$ cat src/sv/crz_pkg.sv
// ----------------------------------------------------------------------------
// crz_pkg
// Widths, constants and shared types of the circle rasterizer.
// ----------------------------------------------------------------------------
package crz_pkg;

   localparam int COORD_BITS  = 12;
   localparam int STEP_BITS   = 11;
   localparam int DEC_BITS    = 16;
   localparam int RADIUS_BITS = 10;
   localparam int COLOR_BITS  = 8;
   localparam int CLIP_BITS   = 11;
   localparam int PIXEL_BITS  = 13;
   localparam int OFS_BITS    = STEP_BITS + 1;
   localparam int SUM_BITS    = ((COORD_BITS > OFS_BITS) ? COORD_BITS : OFS_BITS) + 1;
   localparam int WRITES      = 8;
   localparam int WRITE_BITS  = $clog2(WRITES);

   localparam logic [CLIP_BITS-1:0] CLIP_RESET = CLIP_BITS'(800);

   localparam logic [DEC_BITS-1:0] DEC_INIT   = DEC_BITS'(3);
   localparam logic [DEC_BITS-1:0] DEC_INC_UP = DEC_BITS'(10);
   localparam logic [DEC_BITS-1:0] DEC_INC_FL = DEC_BITS'(6);

   typedef enum logic {
      OP_START = 1'b0,
      OP_STEP  = 1'b1
   } opcode_type;

   // one group of eight symmetric writes
   typedef struct packed {
      logic                         blank;
      logic                         done;
      logic signed [OFS_BITS-1:0]   ofs_x;
      logic signed [OFS_BITS-1:0]   ofs_y;
      logic signed [COORD_BITS-1:0] center_x;
      logic signed [COORD_BITS-1:0] center_y;
      logic [COLOR_BITS-1:0]        color;
   } group_type;

endpackage

$ cat src/sv/crz_req_if.sv
// ----------------------------------------------------------------------------
// crz_req_if
// Request channel: start or step words with valid/ready handshake.
// ----------------------------------------------------------------------------
interface crz_req_if;
   logic                                  valid;
   logic                                  ready;
   logic                                  opcode;
   logic signed [crz_pkg::COORD_BITS-1:0] center_x;
   logic signed [crz_pkg::COORD_BITS-1:0] center_y;
   logic [crz_pkg::RADIUS_BITS-1:0]       radius;
   logic [crz_pkg::COLOR_BITS-1:0]        color;

   modport source (
      output valid, opcode, center_x, center_y, radius, color,
      input  ready
   );
   modport sink (
      input  valid, opcode, center_x, center_y, radius, color,
      output ready
   );
endinterface

$ cat src/sv/crz_rsp_if.sv
// ----------------------------------------------------------------------------
// crz_rsp_if
// Response channel: one pixel write per word with valid/ready handshake.
// ----------------------------------------------------------------------------
interface crz_rsp_if;
   logic                                  valid;
   logic                                  ready;
   logic signed [crz_pkg::PIXEL_BITS-1:0] pixel_x;
   logic signed [crz_pkg::PIXEL_BITS-1:0] pixel_y;
   logic [crz_pkg::COLOR_BITS-1:0]        color_out;
   logic                                  inside_res;
   logic                                  last;
   logic                                  done_res;

   modport source (
      output valid, pixel_x, pixel_y, color_out, inside_res, last, done_res,
      input  ready
   );
   modport sink (
      input  valid, pixel_x, pixel_y, color_out, inside_res, last, done_res,
      output ready
   );
endinterface

$ cat src/sv/crz_emitter.sv
// ----------------------------------------------------------------------------
// crz_emitter
// Holds one group and sends its eight symmetric writes, one per cycle
// while rsp_ch does not stall, through a registered output stage with clipping.
// ----------------------------------------------------------------------------
module crz_emitter (
   input  logic                               clock,
   input  logic                               reset,
   input  logic                               group_load,
   input  crz_pkg::group_type                 group_data,
   output logic                               group_free,
   input  logic [crz_pkg::CLIP_BITS-1:0]      clip_limit,
   crz_rsp_if.source                          rsp_ch
);

   crz_pkg::group_type                      group_ff;
   logic                                    group_valid_ff, group_valid_in;
   logic [crz_pkg::WRITE_BITS-1:0]          cnt_ff, cnt_in;

   logic                                    out_valid_ff, out_valid_in;
   logic signed [crz_pkg::PIXEL_BITS-1:0]   out_x_ff, out_x_in;
   logic signed [crz_pkg::PIXEL_BITS-1:0]   out_y_ff, out_y_in;
   logic [crz_pkg::COLOR_BITS-1:0]          out_color_ff, out_color_in;
   logic                                    out_inside_ff, out_inside_in;
   logic                                    out_last_ff, out_last_in;
   logic                                    out_done_ff, out_done_in;

   logic                                    emit;
   logic                                    emit_last;
   logic signed [crz_pkg::OFS_BITS-1:0]     ofs_a, ofs_b;
   logic signed [crz_pkg::SUM_BITS-1:0]     ext_a, ext_b;
   logic signed [crz_pkg::SUM_BITS-1:0]     px, py;
   logic [crz_pkg::SUM_BITS-1:0]            clip_ext;
   logic                                    in_square;

   assign emit       = group_valid_ff && (!out_valid_ff || rsp_ch.ready);
   assign emit_last  = emit && (cnt_ff == crz_pkg::WRITE_BITS'(crz_pkg::WRITES - 1));
   assign group_free = !group_valid_ff || emit_last;

   // write order: bit 2 swaps the axes, bit 0 negates x, bit 1 negates y
   always_comb begin
      ofs_a     = cnt_ff[2] ? group_ff.ofs_y : group_ff.ofs_x;
      ofs_b     = cnt_ff[2] ? group_ff.ofs_x : group_ff.ofs_y;
      ext_a     = crz_pkg::SUM_BITS'(ofs_a);
      ext_b     = crz_pkg::SUM_BITS'(ofs_b);
      px        = crz_pkg::SUM_BITS'(group_ff.center_x) + (cnt_ff[0] ? -ext_a : ext_a);
      py        = crz_pkg::SUM_BITS'(group_ff.center_y) + (cnt_ff[1] ? -ext_b : ext_b);
      clip_ext  = crz_pkg::SUM_BITS'(clip_limit);
      in_square = !px[crz_pkg::SUM_BITS-1] && !py[crz_pkg::SUM_BITS-1] &&
                  (px < clip_ext) && (py < clip_ext);
   end

   always_comb begin
      group_valid_in = group_valid_ff;
      cnt_in         = cnt_ff;
      if (emit) begin
         cnt_in = cnt_ff + crz_pkg::WRITE_BITS'(1);
      end
      if (emit_last) begin
         group_valid_in = 1'b0;
      end
      if (group_load) begin
         group_valid_in = 1'b1;
         cnt_in         = '0;
      end
   end

   always_comb begin
      out_valid_in  = out_valid_ff && !rsp_ch.ready;
      out_x_in      = out_x_ff;
      out_y_in      = out_y_ff;
      out_color_in  = out_color_ff;
      out_inside_in = out_inside_ff;
      out_last_in   = out_last_ff;
      out_done_in   = out_done_ff;
      if (emit) begin
         out_valid_in = 1'b1;
         out_last_in  = emit_last;
         out_done_in  = group_ff.done;
         if (group_ff.blank) begin
            out_x_in      = '0;
            out_y_in      = '0;
            out_color_in  = '0;
            out_inside_in = 1'b0;
         end else begin
            out_x_in      = px[crz_pkg::PIXEL_BITS-1:0];
            out_y_in      = py[crz_pkg::PIXEL_BITS-1:0];
            out_color_in  = group_ff.color;
            out_inside_in = in_square;
         end
      end
   end

   always_ff @(posedge clock) begin
      if (reset) begin
         group_valid_ff <= 1'b0;
         cnt_ff         <= '0;
         out_valid_ff   <= 1'b0;
      end else begin
         group_valid_ff <= group_valid_in;
         cnt_ff         <= cnt_in;
         out_valid_ff   <= out_valid_in;
      end
   end

   always_ff @(posedge clock) begin
      if (group_load) begin
         group_ff <= group_data;
      end
      out_x_ff      <= out_x_in;
      out_y_ff      <= out_y_in;
      out_color_ff  <= out_color_in;
      out_inside_ff <= out_inside_in;
      out_last_ff   <= out_last_in;
      out_done_ff   <= out_done_in;
   end

   assign rsp_ch.valid      = out_valid_ff;
   assign rsp_ch.pixel_x    = out_x_ff;
   assign rsp_ch.pixel_y    = out_y_ff;
   assign rsp_ch.color_out  = out_color_ff;
   assign rsp_ch.inside_res = out_inside_ff;
   assign rsp_ch.last       = out_last_ff;
   assign rsp_ch.done_res   = out_done_ff;

endmodule

$ cat src/sv/circle_rasterizer_unit.sv
// ----------------------------------------------------------------------------
// circle_rasterizer_unit
// Midpoint circle rasterizer with eight-way symmetry and square clipping.
// ----------------------------------------------------------------------------
// Usage:
//   req_ch carries one word per command. A start word (opcode 0) loads the
//   center, radius and color and produces the first group; a step word
//   (opcode 1) advances the midpoint walk by one step and produces the group
//   for the new point. A step with no circle in progress gives eight blank
//   writes with done_res set.
//   rsp_ch carries eight pixel writes per request word, in fixed symmetric
//   order; last marks the eighth, done_res marks groups after which no step
//   is left. inside_res says whether both coordinates lie in [0, clip_limit).
//   csr_we / csr_wdata write clip_limit (reset 800); write only when idle.
// Timing:
//   the walk update is done in the accept cycle; the group register then
//   drives the output register one write per cycle; the first write is
//   valid once it is in the output register. The single response port
//   takes the eight writes of each request; the next request is taken in
//   the cycle the eighth write of the current group leaves the group
//   register. A stalled rsp_ch holds the output word and stops the drain.
// Reset: synchronous; clears the walk state and pending writes, sets
//   clip_limit back to 800; req_ch is not ready while reset is high.
// ----------------------------------------------------------------------------
module circle_rasterizer_unit (
   input  logic                          clock,
   input  logic                          reset,
   crz_req_if.sink                       req_ch,
   crz_rsp_if.source                     rsp_ch,
   input  logic                          csr_we,
   input  logic [crz_pkg::CLIP_BITS-1:0] csr_wdata
);

   logic [crz_pkg::CLIP_BITS-1:0]           clip_ff, clip_in;
   logic [crz_pkg::STEP_BITS-1:0]           step_x_ff, step_x_in;
   logic signed [crz_pkg::STEP_BITS-1:0]    step_y_ff, step_y_in;
   logic signed [crz_pkg::DEC_BITS-1:0]     decision_ff, decision_in;
   logic signed [crz_pkg::COORD_BITS-1:0]   center_x_ff, center_x_in;
   logic signed [crz_pkg::COORD_BITS-1:0]   center_y_ff, center_y_in;
   logic [crz_pkg::COLOR_BITS-1:0]          color_ff, color_in;
   logic                                    active_ff, active_in;

   logic                                    accept;
   logic                                    group_free;
   crz_pkg::group_type                      group_data;

   logic [crz_pkg::STEP_BITS-1:0]           x_next;
   logic signed [crz_pkg::STEP_BITS-1:0]    y_next;
   logic [crz_pkg::DEC_BITS-1:0]            x_wide, y_wide, dec_up, dec_flat;
   logic                                    dec_pos;
   logic                                    step_done;

   assign req_ch.ready = group_free && !reset;
   assign accept       = req_ch.valid && group_free && !reset;

   // one midpoint step from the held point
   always_comb begin
      x_next   = step_x_ff + crz_pkg::STEP_BITS'(1);
      dec_pos  = !decision_ff[crz_pkg::DEC_BITS-1] && (decision_ff != '0);
      y_next   = dec_pos ? (step_y_ff - crz_pkg::STEP_BITS'(1)) : step_y_ff;
      x_wide   = crz_pkg::DEC_BITS'(x_next);
      y_wide   = crz_pkg::DEC_BITS'(y_next);
      dec_up   = decision_ff + ((x_wide - y_wide) << 2) + crz_pkg::DEC_INC_UP;
      dec_flat = decision_ff + (x_wide << 2) + crz_pkg::DEC_INC_FL;
      step_done = y_next < $signed({1'b0, x_next});
   end

   always_comb begin
      clip_in     = csr_we ? csr_wdata : clip_ff;
      step_x_in   = step_x_ff;
      step_y_in   = step_y_ff;
      decision_in = decision_ff;
      center_x_in = center_x_ff;
      center_y_in = center_y_ff;
      color_in    = color_ff;
      active_in   = active_ff;

      group_data.blank    = 1'b0;
      group_data.done     = 1'b0;
      group_data.ofs_x    = crz_pkg::OFS_BITS'(x_next);
      group_data.ofs_y    = crz_pkg::OFS_BITS'(y_next);
      group_data.center_x = center_x_ff;
      group_data.center_y = center_y_ff;
      group_data.color    = color_ff;

      if (accept) begin
         if (req_ch.opcode == crz_pkg::OP_START) begin
            step_x_in   = '0;
            step_y_in   = crz_pkg::STEP_BITS'(req_ch.radius);
            decision_in = crz_pkg::DEC_INIT -
                          (crz_pkg::DEC_BITS'(req_ch.radius) << 1);
            center_x_in = req_ch.center_x;
            center_y_in = req_ch.center_y;
            color_in    = req_ch.color;
            active_in   = 1'b1;
            group_data.ofs_x    = '0;
            group_data.ofs_y    = crz_pkg::OFS_BITS'(req_ch.radius);
            group_data.center_x = req_ch.center_x;
            group_data.center_y = req_ch.center_y;
            group_data.color    = req_ch.color;
         end else if (active_ff) begin
            step_x_in   = x_next;
            step_y_in   = y_next;
            decision_in = dec_pos ? dec_up : dec_flat;
            active_in   = !step_done;
            group_data.done = step_done;
         end else begin
            // no circle in progress
            group_data.blank = 1'b1;
            group_data.done  = 1'b1;
         end
      end
   end

   always_ff @(posedge clock) begin
      if (reset) begin
         clip_ff     <= crz_pkg::CLIP_RESET;
         step_x_ff   <= '0;
         step_y_ff   <= '0;
         decision_ff <= '0;
         center_x_ff <= '0;
         center_y_ff <= '0;
         color_ff    <= '0;
         active_ff   <= 1'b0;
      end else begin
         clip_ff     <= clip_in;
         step_x_ff   <= step_x_in;
         step_y_ff   <= step_y_in;
         decision_ff <= decision_in;
         center_x_ff <= center_x_in;
         center_y_ff <= center_y_in;
         color_ff    <= color_in;
         active_ff   <= active_in;
      end
   end

   crz_emitter u_emitter (
      .clock      (clock),
      .reset      (reset),
      .group_load (accept),
      .group_data (group_data),
      .group_free (group_free),
      .clip_limit (clip_ff),
      .rsp_ch     (rsp_ch)
   );

endmodule

$ cat src/flat_wrapper.sv
// flat-port wrapper written by rule: the top's interface ports become plain ports
module circle_rasterizer_unit_flat 
  (clock, reset, csr_we, csr_wdata, req_ch_valid, req_ch_opcode, req_ch_center_x, req_ch_center_y, req_ch_radius, req_ch_color, req_ch_ready, rsp_ch_valid, rsp_ch_pixel_x, rsp_ch_pixel_y, rsp_ch_color_out, rsp_ch_inside_res, rsp_ch_last, rsp_ch_done_res, rsp_ch_ready);
  crz_req_if req_ch_i ();
  crz_rsp_if rsp_ch_i ();
  input  logic clock;
  input  logic reset;
  input  logic csr_we;
  input  logic [crz_pkg::CLIP_BITS-1:0] csr_wdata;
  input wire logic [$bits(req_ch_i.valid)-1:0] req_ch_valid;
  input wire logic [$bits(req_ch_i.opcode)-1:0] req_ch_opcode;
  input wire logic [$bits(req_ch_i.center_x)-1:0] req_ch_center_x;
  input wire logic [$bits(req_ch_i.center_y)-1:0] req_ch_center_y;
  input wire logic [$bits(req_ch_i.radius)-1:0] req_ch_radius;
  input wire logic [$bits(req_ch_i.color)-1:0] req_ch_color;
  output wire logic [$bits(req_ch_i.ready)-1:0] req_ch_ready;
  output wire logic [$bits(rsp_ch_i.valid)-1:0] rsp_ch_valid;
  output wire logic [$bits(rsp_ch_i.pixel_x)-1:0] rsp_ch_pixel_x;
  output wire logic [$bits(rsp_ch_i.pixel_y)-1:0] rsp_ch_pixel_y;
  output wire logic [$bits(rsp_ch_i.color_out)-1:0] rsp_ch_color_out;
  output wire logic [$bits(rsp_ch_i.inside_res)-1:0] rsp_ch_inside_res;
  output wire logic [$bits(rsp_ch_i.last)-1:0] rsp_ch_last;
  output wire logic [$bits(rsp_ch_i.done_res)-1:0] rsp_ch_done_res;
  input wire logic [$bits(rsp_ch_i.ready)-1:0] rsp_ch_ready;
  assign req_ch_i.valid = req_ch_valid;
  assign req_ch_i.opcode = req_ch_opcode;
  assign req_ch_i.center_x = req_ch_center_x;
  assign req_ch_i.center_y = req_ch_center_y;
  assign req_ch_i.radius = req_ch_radius;
  assign req_ch_i.color = req_ch_color;
  assign req_ch_ready = req_ch_i.ready;
  assign rsp_ch_valid = rsp_ch_i.valid;
  assign rsp_ch_pixel_x = rsp_ch_i.pixel_x;
  assign rsp_ch_pixel_y = rsp_ch_i.pixel_y;
  assign rsp_ch_color_out = rsp_ch_i.color_out;
  assign rsp_ch_inside_res = rsp_ch_i.inside_res;
  assign rsp_ch_last = rsp_ch_i.last;
  assign rsp_ch_done_res = rsp_ch_i.done_res;
  assign rsp_ch_i.ready = rsp_ch_ready;
  circle_rasterizer_unit u_core (.clock(clock), .reset(reset), .req_ch(req_ch_i), .rsp_ch(rsp_ch_i), .csr_we(csr_we), .csr_wdata(csr_wdata));
endmodule
$ cat config.mk
export PLATFORM = sky130hd
export DESIGN_NAME = circle_rasterizer_unit_flat
export DESIGN_NICKNAME = d
export VERILOG_FILES = /design/src/sv/crz_pkg.sv /design/src/sv/crz_req_if.sv /design/src/sv/crz_rsp_if.sv /design/src/sv/crz_emitter.sv /design/src/sv/circle_rasterizer_unit.sv /design/src/flat_wrapper.sv
export SDC_FILE = /design/constraint.sdc
export NUM_CORES = 1
export LEC_CHECK = 0
export BUFFER_PORTS_ARGS = -buffer_cell sky130_fd_sc_hd__buf_2
export CORE_AREA = 2 2 176 178
export DETAILED_ROUTE_END_ITERATION = 8
export DIE_AREA = 0 0 178 180
export GPL_TIMING_DRIVEN = 0
export PLACE_DENSITY = 0.56
export SYNTH_ARGS = -nofsm -noshare
export SYNTH_HDL_FRONTEND = slang
export SYNTH_HIERARCHICAL = 1
export SYNTH_SLANG_ARGS = --single-unit
$ cat constraint.sdc
create_clock -name clock -period 6.35 [get_ports clock]
set_clock_uncertainty 0.05 [all_clocks]
set_input_delay 1.905 -clock clock [delete_from_list [all_inputs] [get_ports clock]]
set_output_delay 1.905 -clock clock [all_outputs]
set_load 0.005 [all_outputs]
## Word level (Yosys, flattened, before mapping)

Cells that the tools add are included.

| operators by class | value |
|---|---|
| add/sub/neg operators | 13 |
| multiply operators | 0 |
| divide/modulo/power cells | 0 |
| $lt $le $gt $ge | 3 |
| equality and inequality tests | 2 |
| shift-type cells | 0 |
| mux-type cells | 20 |
| bitwise logic cells | 1 |
| reductions and logical operators | 25 |

Operator list:

| cell | number |
|---|---|
| 2-to-1 mux 11 bit | 5 |
| 2-to-1 mux 16 bit | 3 |
| 2-to-1 mux 42 bit | 1 |
| adder 12 x 13 -> 13 bit | 2 |
| < comparator 13 x 11 -> 1 bit | 2 |
| 2-to-1 mux 13 bit | 2 |
| negation 12 -> 13 bit | 2 |
| 2-to-1 mux 12 bit | 2 |
| adder 16 x 13 -> 16 bit | 1 |
| adder 16 bit | 1 |
| adder 16 x 3 -> 16 bit, second input constant | 1 |
| adder 16 x 4 -> 16 bit, second input constant | 1 |
| nonzero test 16 bit | 1 |
| subtractor 12 x 11 -> 13 bit | 1 |
| < comparator 11 x 12 -> 1 bit | 1 |
| subtractor 2 x 11 -> 12 bit, first input constant | 1 |
| adder 11 x 1 -> 11 bit, second input constant | 1 |
| subtractor 11 x 2 -> 11 bit, second input constant | 1 |
| logical AND 1 bit | 10 |
| zero test 1 bit | 8 |
| 2-to-1 mux 1 bit | 7 |
| AND reduction 2 bit | 2 |
| adder 3 x 1 -> 3 bit, second input constant | 1 |
| equality test 3 bit, second input constant | 1 |
| 5 further kinds | 6 |

| storage, ports and cells | value |
|---|---|
| register bits after elaboration | 181 |
| bits in latches | 0 |
| memory bits (writable) | 0 |
| memory bits (read-only) | 0 |
| bits of input ports | 59 |
| output and inout bits | 39 |
| word-level logic and storage cells | 90 |
| memories kept | 0 |

## Depth between registers and ports, before layout

Gate-level depths: netlist of the first run.

| logic depth | value |
|---|---|
| depth after elaboration | 9 |
| mapped depth | 22 |
| gate-level depth less buffers | 21 |

## By module

Netlist of the first run, hierarchy kept.

By module, submodules not included:

| module | instances | cells an instance | area each (µm²) | seq. area each (µm²) |
|---|---|---|---|---|
| circle_rasterizer_unit | 1 | 816 | 6123.4 | 1641.6 |
| crz_emitter | 1 | 492 | 5726.7 | 2952.8 |

## Worst setup path before layout of the first run

Ideal clock, no wire load.

| timing | value |
|---|---|
| kind | in2reg |
| start | input port rsp_ch_ready |
| end | register u_core/decision_ff[15] (netlist bit) |
| setup time | 144 ps |
| arrival time | 6426 ps |
| required time | 6156 ps |
| setup slack | -269 ps |
| stages on the path | 15 |
| buffers on the path | 1 |
| cell sequence | nand2b_1 and2_1 clkbuf_1 nand2_1 nand2_1 nor2b_1 nand2_1 clkinv_1 nand2_1 nor4_1 nor2_1 nor3b_1 o31ai_1 a22oi_1 o32ai_1 |

| between the ends | value |
|---|---|
| word-level cells in the longest chain between the ends | 7 |

Ends and longest elaborated chain:

| element | line | source |
|---|---|---|
| start, declared | flat_wrapper.sv:24 | `input wire logic [$bits(rsp_ch_i.ready)-1:0] rsp_ch_ready;` |
| logical OR 1 bit | crz_emitter.sv:36 | `assign emit = group_valid_ff && (!out_valid_ff \|\| rsp_ch.ready);` |
| logical AND 1 bit | crz_emitter.sv:36 |  |
| net u_core.u_emitter.emit | crz_emitter.sv:28 | `logic emit;` |
| logical AND 1 bit | crz_emitter.sv:37 | `assign emit_last = emit && (cnt_ff == crz_pkg::WRITE_BITS'(crz_pkg::WRITES - 1));` |
| logical OR 1 bit | crz_emitter.sv:38 | `assign group_free = !group_valid_ff \|\| emit_last;` |
| net u_core.group_free | circle_rasterizer_unit.sv:44 | `logic group_free;` |
| logical AND 1 bit (2 in a row) | circle_rasterizer_unit.sv:54 | `assign accept = req_ch.valid && group_free && !reset;` |
| net u_core.accept | circle_rasterizer_unit.sv:43 | `logic accept;` |
| AND reduction 2 bit (no source line) | -- |  |
| end signal, assigned | circle_rasterizer_unit.sv:129 | `decision_ff <= decision_in;` |
| end, declared | circle_rasterizer_unit.sv:37 | `logic signed [crz_pkg::DEC_BITS-1:0] decision_ff, decision_in;` |

The timed path passes the listed nets, and every way through them passes these cells.
A chain may end at the register's enable or synchronous reset.

## Final worst setup path of the first run

Same ends and word-level chain as after synthesis.

==> results of run 1 <==
## flip-flops by register name (all words and copies together) (netlist names), 3 cells and up
register and flops:
u_core/u_emitter/group_ff 58, u_core/decision_ff 16, u_core/u_emitter/rsp_ch.pixel_x 13, u_core/u_emitter/rsp_ch.pixel_y 13
u_core/center_x_ff 12, u_core/center_y_ff 12, u_core/clip_ff 11, u_core/step_x_ff 11
u_core/step_y_ff 11, u_core/color_ff 8, u_core/u_emitter/rsp_ch.color_out 8, u_core/u_emitter/cnt_ff 3
## area by class of cell
cell class | count | area (um^2) | share of cell area, %
Buffer | 49 | 204 | 1.51
Clock buffer | 17 | 425 | 3.16
Clock inverter | 15 | 143 | 1.06
Inverter | 60 | 226 | 1.68
Multi-Input combinational cell | 1017 | 6850 | 50.9
Sequential cell | 182 | 4590 | 34.1
Tap cell | 396 | 495 | 3.68
Timing Repair Buffer | 101 | 536 | 3.97
## stage by stage
| step | setup slack, ps | TNS [ps] |
|---|---|---|
| after detailed placement | -315 | -695 |
| after CTS | 135 | 0 |
| after floorplan | 273 | 0 |
| final | 487 | 0 |
| after global routing | 46.2 | 0 |
| after global placement | -2030 | -192060 |
## kinds of logic after synthesis
family / count (synthesis) / share of synthesized area [%]
AND/OR/NAND/NOR: 475 / 18.8
AO/OA/AOI/OAI: 284 / 15.1
flip-flops: 182 / 38.8
adder cells (fa/ha/maj): 114 / 12.2
buffers and inverters: 109 / 3.61
XOR/XNOR: 99 / 7.67
multiplexers: 44 / 3.82
other: 1 / 0.0316
## power groups by stage
stage	clock network [mW]	registers [mW]	logic [mW]
2_1_floorplan	0	1.37	0.899
3_3_place_gp	0	1.38	1.20
3_5_place_dp	0	1.38	1.22
4_1_cts	1.06	1.36	1.24
5_1_grt	1.11	1.36	1.39
6_report	1.03	1.36	1.24
## layer usage
metal / GRT usage (%) / routed length, um / vias to the layer above
met1: 26.0 / 14300 / 4572
met3: 3.24 / 1670 / 76
met2: 35.7 / 16000 / 299
li1: - / - / 4937
met4: 8.49 / 1270 / 0
met5: 0 / 0 / -
## worst register-to-register path: cells and delay by family, from the launching register on
| kind | cells | cell delay, ps |
|---|---|---|
| AO/OA/AOI/OAI | 6 | 1310 |
| XOR/XNOR | 2 | 580 |
| adder cells (fa/ha/maj) | 2 | 620 |
| buffers and inverters | 5 | 1740 |
| flip-flops | 1 | 400 |
| multiplexers | 1 | 300 |
| AND/OR/NAND/NOR | 3 | 680 |
## cell usage in the layout (no fill, tap or decap), drive strengths merged, types with 10 or more instances in the layout
cell,n
clkbuf,54
nor3,38
buf,113
a31oi,11
xnor2,54
xor2,42
nand2,165
o211ai,18
inv,64
a211oi,13
clkinv,10
nand2b,13
a22oi,14
o21ai,54
nor2,126
a21o,13
nor2b,38
mux2,10
nor4,12
ha,107
mux2i,34
edfxtp,95
or3,10
dfxtp,87
a21oi,101
and3,10
nand3,19
## path summary, 6_finish.rpt
| kind | from | endpoint |
|---|---|---|
| setup reg to reg | u_core/u_emitter/cnt_ff[2]$_SDFFE_PP0P_ | u_core/u_emitter/rsp_ch.inside_res$_SDFFCE_PP0P_ |
| hold / removal | u_core/u_emitter/group_ff[56]$_DFFE_PP_ | u_core/u_emitter/rsp_ch.done_res$_DFFE_PP_ |
| setup / recovery | rsp_ch_ready | u_core/decision_ff[15]$_SDFFE_PP0P_ |
| hold reg to reg | u_core/u_emitter/group_ff[56]$_DFFE_PP_ | u_core/u_emitter/rsp_ch.done_res$_DFFE_PP_ |
## repair_timing
| item | 4_1_cts | 5_1_grt |
|---|---|---|
| hold buffers | 0 | 0 |
| hold endpoints to repair | 0 | 0 |
| pin swaps | 1 | 0 |
| setup buffers | 3 | 0 |
| resized for setup | 2 | 2 |
| setup endpoints to repair | 4 | 3 |
==> flow_metrics.tcl, run 1 <==
set metrics [dict create \
    outcome "completed" \
    max_freq_mhz 171 \
    setup_viol 0 \
    ant_nets 0 \
    dpl.hpwl_um 26000 \
    netlist_area_um2 11900 \
    ys_seq_elements 182 \
    peakVddDrop_mv 0.254 \
    vias_per_cell 5.38 \
    track_usage_pct 20.9 \
    worst_pin_slew_ps 1250 \
    syn2layout_area_growth_pct 13.7 \
    yosys-top-cells-area "edfxtp_1, dfxtp_1, ha_1" \
    fin_crit_sh_pct 92.3 \
    htreeDepth 4 \
    clk_pin_slew_ps 70 \
    min_path_type "register to register" \
    switchingPower_mw 1.28 \
    worstSetupPathType "input port to register" \
    post-place-cells 1802 \
    crit_buf_inv 3 \
    die_area_um2 32000 \
    drc 0 \
    cp_common_cell "nand2_1" \
    critical_path.cell_chain "buf_2 -> nand2b_1 -> and2_1 -> clkbuf_2 -> nand2_1 -> nand2_1 -> nor2b_1 -> nand2_1 -> clkinv_2 -> nand2_1 -> nor4_2 -> nor2_1 -> nor3b_1 -> o31ai_1 -> a22oi_1 -> o32ai_1" \
    rsz0062_at_grt "no" \
    avgRoutedWirePerCell_um 18.1 \
    instances_no_fill 1837 \
    firstDrtPassIters 6 \
    synthTopCellsByCount "nand2_1, nor2_1, ha_1" \
    cts_tree "built" \
    seq_area_frac_synth_pct 38.8 \
    end_kind "register" \
    initial_core_util_pct 39.3 \
    synthDistinctLibCells 70 \
    grt-ovfl-total 0 \
    post-synth-top-count-cell "nand2_1" \
    nFillCells 2961 \
    drv_slew 0 \
    avgSynthCellArea_um2 9.06 \
    path_delay_family "simple AND/OR/NAND/NOR gates" \
    power_frac_seq_pct 37.4 \
    min_path_cells 0 \
    drt_iter0_markers 668 \
    clock_sinks 182 \
    synth.largest_area_cell "edfxtp_1" \
    clock_latency_ps 440 \
    fp.dieW_um 178 \
    whs_ps 387 \
    grt_pass1_wl_um 51800 \
    worst_setup_path_start_kind "input port" \
    crit_required_ps 6580 \
    fp-row-count 64 \
    io_pins 98 \
    final_util_pct 44.6 \
    clockBufferDepth 2 \
    syn_nets 1478 \
    switching_share_pct 35.2 \
    cpMaxStageDelayCell "clkbuf_2" \
    finalWeightedCongestion 0.891 \
    cp.arrival_ps 6090 \
    power_frac_comb_pct 34.2 \
    power.leakage_nw 5.61 \
    synth_flop_cell "edfxtp_1" \
    yosysTopAreaCellShare_pct 24.1 \
    synth-edff-count 95 \
    cap_viol_max_count 0 \
    power.internal_mw 2.35 \
    total_power_mw 3.63 \
    async_flop_share_pct 0 \
    port_buffers 97 \
    cts_made_buffers 17 \
    ff2ff_path_depth 19 \
    cp.depth 16 \
    reg2reg_slack_ps 550 \
    grt_pass1_vias 9669 \
    power.density_nw_per_um2 269 \
    die_h_um 180 \
    routed-via-count 9884 \
    hold_violations 0 \
    synth_cells 1308 \
    slew_headroom_pct 16.8 \
    wl_um 33300 \
    yosys_warnings 6 \
    core_area_um2 30200 \
    slowest_delay_ps 860 \
    placed_area_um2 12900 \
    clockPowerShare_pct 28.5 \
    critPathMaxFanout 41 \
    min_period_ps 5860 \
    grt_max_degree 50 \
    layout-drive-gt1-share_pct 11.7 \
    clockRootBuffer "clkbuf_16" \
    diodes 0 \
    final_cell_area_um2 13500 \
    fin_nets 1598 \
    antenna_found_initial 0 \
]
Power figures use the tool's default switching activity.
==> run 2, diff against run 1 <==
CORE_AREA = 2 2 161 194   (was 2 2 176 178)
DIE_AREA = 0 0 163 196   (was 0 0 178 180)
==> flow_metrics.tcl, run 2 (synthesis results as in run 1) <==
set metrics [dict create \
    outcome "completed" \
    port_buffers 97 \
    cts_tree "built" \
    whs_ps 397 \
    largest_reg_flops 58 \
    worst_slack_ps 538 \
    clockPowerShare_pct 29.0 \
    final_util_pct 44.7 \
    slew_headroom_pct 20.8 \
    final_cell_area_um2 13500 \
    grt_pass1_wl_um 52700 \
    worst_pin_slew_ps 1190 \
    die_area_um2 31900 \
    grt_max_degree 56 \
    routed-via-count 9853 \
    fin_crit_sh_pct 91.5 \
    avgRoutedWirePerCell_um 18.4 \
    io_pins 98 \
    power_frac_seq_pct 37.2 \
    core_area_um2 30200 \
    vias_per_cell 5.37 \
    post_cts_buffers 0 \
    instances_no_fill 1834 \
    power.internal_mw 2.39 \
    ctsHoldBuffers 0 \
    wl_um 33700 \
    min_path_type "register to register" \
    power_frac_comb_pct 33.8 \
    drc 0 \
    initial_core_util_pct 39.2 \
    clk_pin_slew_ps 80 \
    fp.dieW_um 163 \
    track_usage_pct 21.5 \
    hold_violations 0 \
    max_freq_mhz 172 \
    layout-drive-gt1-share_pct 11.8 \
    layout_common_cells "nand2_1, nor2_1, ha_1, a21oi_1, buf_2" \
    peakVddDrop_mv 0.178 \
    grt-ovfl-total 0 \
    switching_share_pct 34.7 \
    clock_sinks 182 \
    drt_iter0_markers 686 \
    reg_top3 "u_core/u_emitter/group_ff (58), u_core/decision_ff (16)" \
    r2r-end "u_core/decision_ff[14]$_SDFFE_PP0P_" \
    hold_path_end "u_core/u_emitter/rsp_ch.done_res$_DFFE_PP_" \
    clockBufferDepth 2 \
    hold_start "u_core/u_emitter/group_ff[56]$_DFFE_PP_" \
    post-place-cells 1802 \
    ff2ff_path_depth 19 \
    fp-row-count 70 \
    switchingPower_mw 1.27 \
    min_period_ps 5810 \
    setup_tns_ps 0 \
    worstSetupPathType "register to register" \
    clockRootBuffer "clkbuf_16" \
    rsz0062_at_grt "no" \
    ant_nets 0 \
    grt_pass1_vias 9813 \
    drv_slew 0 \
    syn2layout_area_growth_pct 14.0 \
    clock_latency_ps 430 \
    diodes 0 \
    reg2reg_from "u_core/decision_ff[3]$_SDFFE_PP0P_" \
    end_kind "register" \
    placed_area_um2 12900 \
    setup_viol 0 \
    firstDrtPassIters 5 \
    min_path_cells 0 \
    dp_slack_ps -552 \
    antenna_found_initial 0 \
    nFillCells 2985 \
    cts_made_buffers 17 \
    cp.arrival_ps 6090 \
    die_h_um 196 \
    power.density_nw_per_um2 271 \
    worst_setup_path_start_kind "register" \
    power.leakage_nw 5.61 \
    dpl.hpwl_um 26600 \
    critPathMaxFanout 10 \
    largest-register "u_core/u_emitter/group_ff" \
    fin_nets 1595 \
    final_common_cell "nand2_1" \
    crit_required_ps 6620 \
    cap_viol_max_count 0 \
    reg2reg_slack_ps 540 \
    finalWeightedCongestion 0.915 \
    total_power_mw 3.65 \
    htreeDepth 4 \
]
==> run 2: changes by cell type in the layout (fill, tap and decap cells not counted), sizes merged <==
cell / before / now
clkinvlp: 1 / 2
buf: 113 / 110
inv: 64 / 67
clkinv: 10 / 5
bufinv: 0 / 1
==> run 2: critical path, stage by stage (launching register included) <==
cell and delay (ps):
dfxtp_1 360, nor4_2 510, and4_1 360, clkbuf_1 360, clkbuf_1 460, o21ai_0 330, nand3_1 280, o211a_1 240
a2111oi_2 70, o221ai_1 220, o311ai_0 290, a211oi_1 400, ha_1 290, ha_1 310, or2_2 290, a21oi_1 140
a31oi_1 70, xor2_1 170, mux2i_1 90, a2111oi_0 380
==> run 2: how the worst max path moves through the flow <==
stage	startpoint	end	slack, ps	depth (start not counted)
global placement	rsp_ch_ready	u_core/decision_ff[15]$_SDFFE_PP0P_	-2160	16
detailed placement	u_core/decision_ff[1]$_SDFFE_PP0P_	u_core/decision_ff[14]$_SDFFE_PP0P_	-550	22
CTS	u_core/decision_ff[1]$_SDFFE_PP0P_	u_core/decision_ff[14]$_SDFFE_PP0P_	20	22
floorplan	rsp_ch_ready	u_core/decision_ff[15]$_SDFFE_PP0P_	270	15
finish	u_core/decision_ff[3]$_SDFFE_PP0P_	u_core/decision_ff[14]$_SDFFE_PP0P_	540	19
global route	u_core/decision_ff[3]$_SDFFE_PP0P_	u_core/decision_ff[12]$_SDFFE_PP0P_	30	19
==> run 2: repair_timing <==
action / 4_1_cts / 5_1_grt
gates resized for setup: 5 / 7
endpoints found under the setup margin: 5 / 5
pin swaps: 0 / 0
==> run 2: power groups by stage <==
stage | Clock, mW | Sequential [mW] | Combinational (mW)
detailed placement | 0 | 1.38 | 1.22
global placement | 0 | 1.38 | 1.21
global route | 1.14 | 1.37 | 1.39
finish | 1.06 | 1.36 | 1.23
CTS | 1.09 | 1.36 | 1.23
floorplan | 0 | 1.37 | 0.899
==> run 2: final cells by class <==
cell class	count	area [um^2]	share of cell area, %
timing repair buffer	98	513	3.80
tap	396	495	3.67
inverter	60	226	1.68
clock inverter	15	156	1.16
sequential	182	4590	34.0
multi-input combinational	1017	6890	51.0
buffer	49	208	1.54
clock buffer	17	425	3.15
==> run 2: layer usage <==
| layer | routed length [um] | up-vias | GRT usage (%) | share of wire, % |
|---|---|---|---|---|
| met5 | 0 | - | 0 | 0 |
| met4 | 1170 | 0 | 8.75 | 3.5 |
| met3 | 1190 | 52 | 3.11 | 3.5 |
| met2 | 17200 | 233 | 39.1 | 51 |
| met1 | 14100 | 4633 | 25.2 | 42 |
| li1 | - | 4935 | - | - |
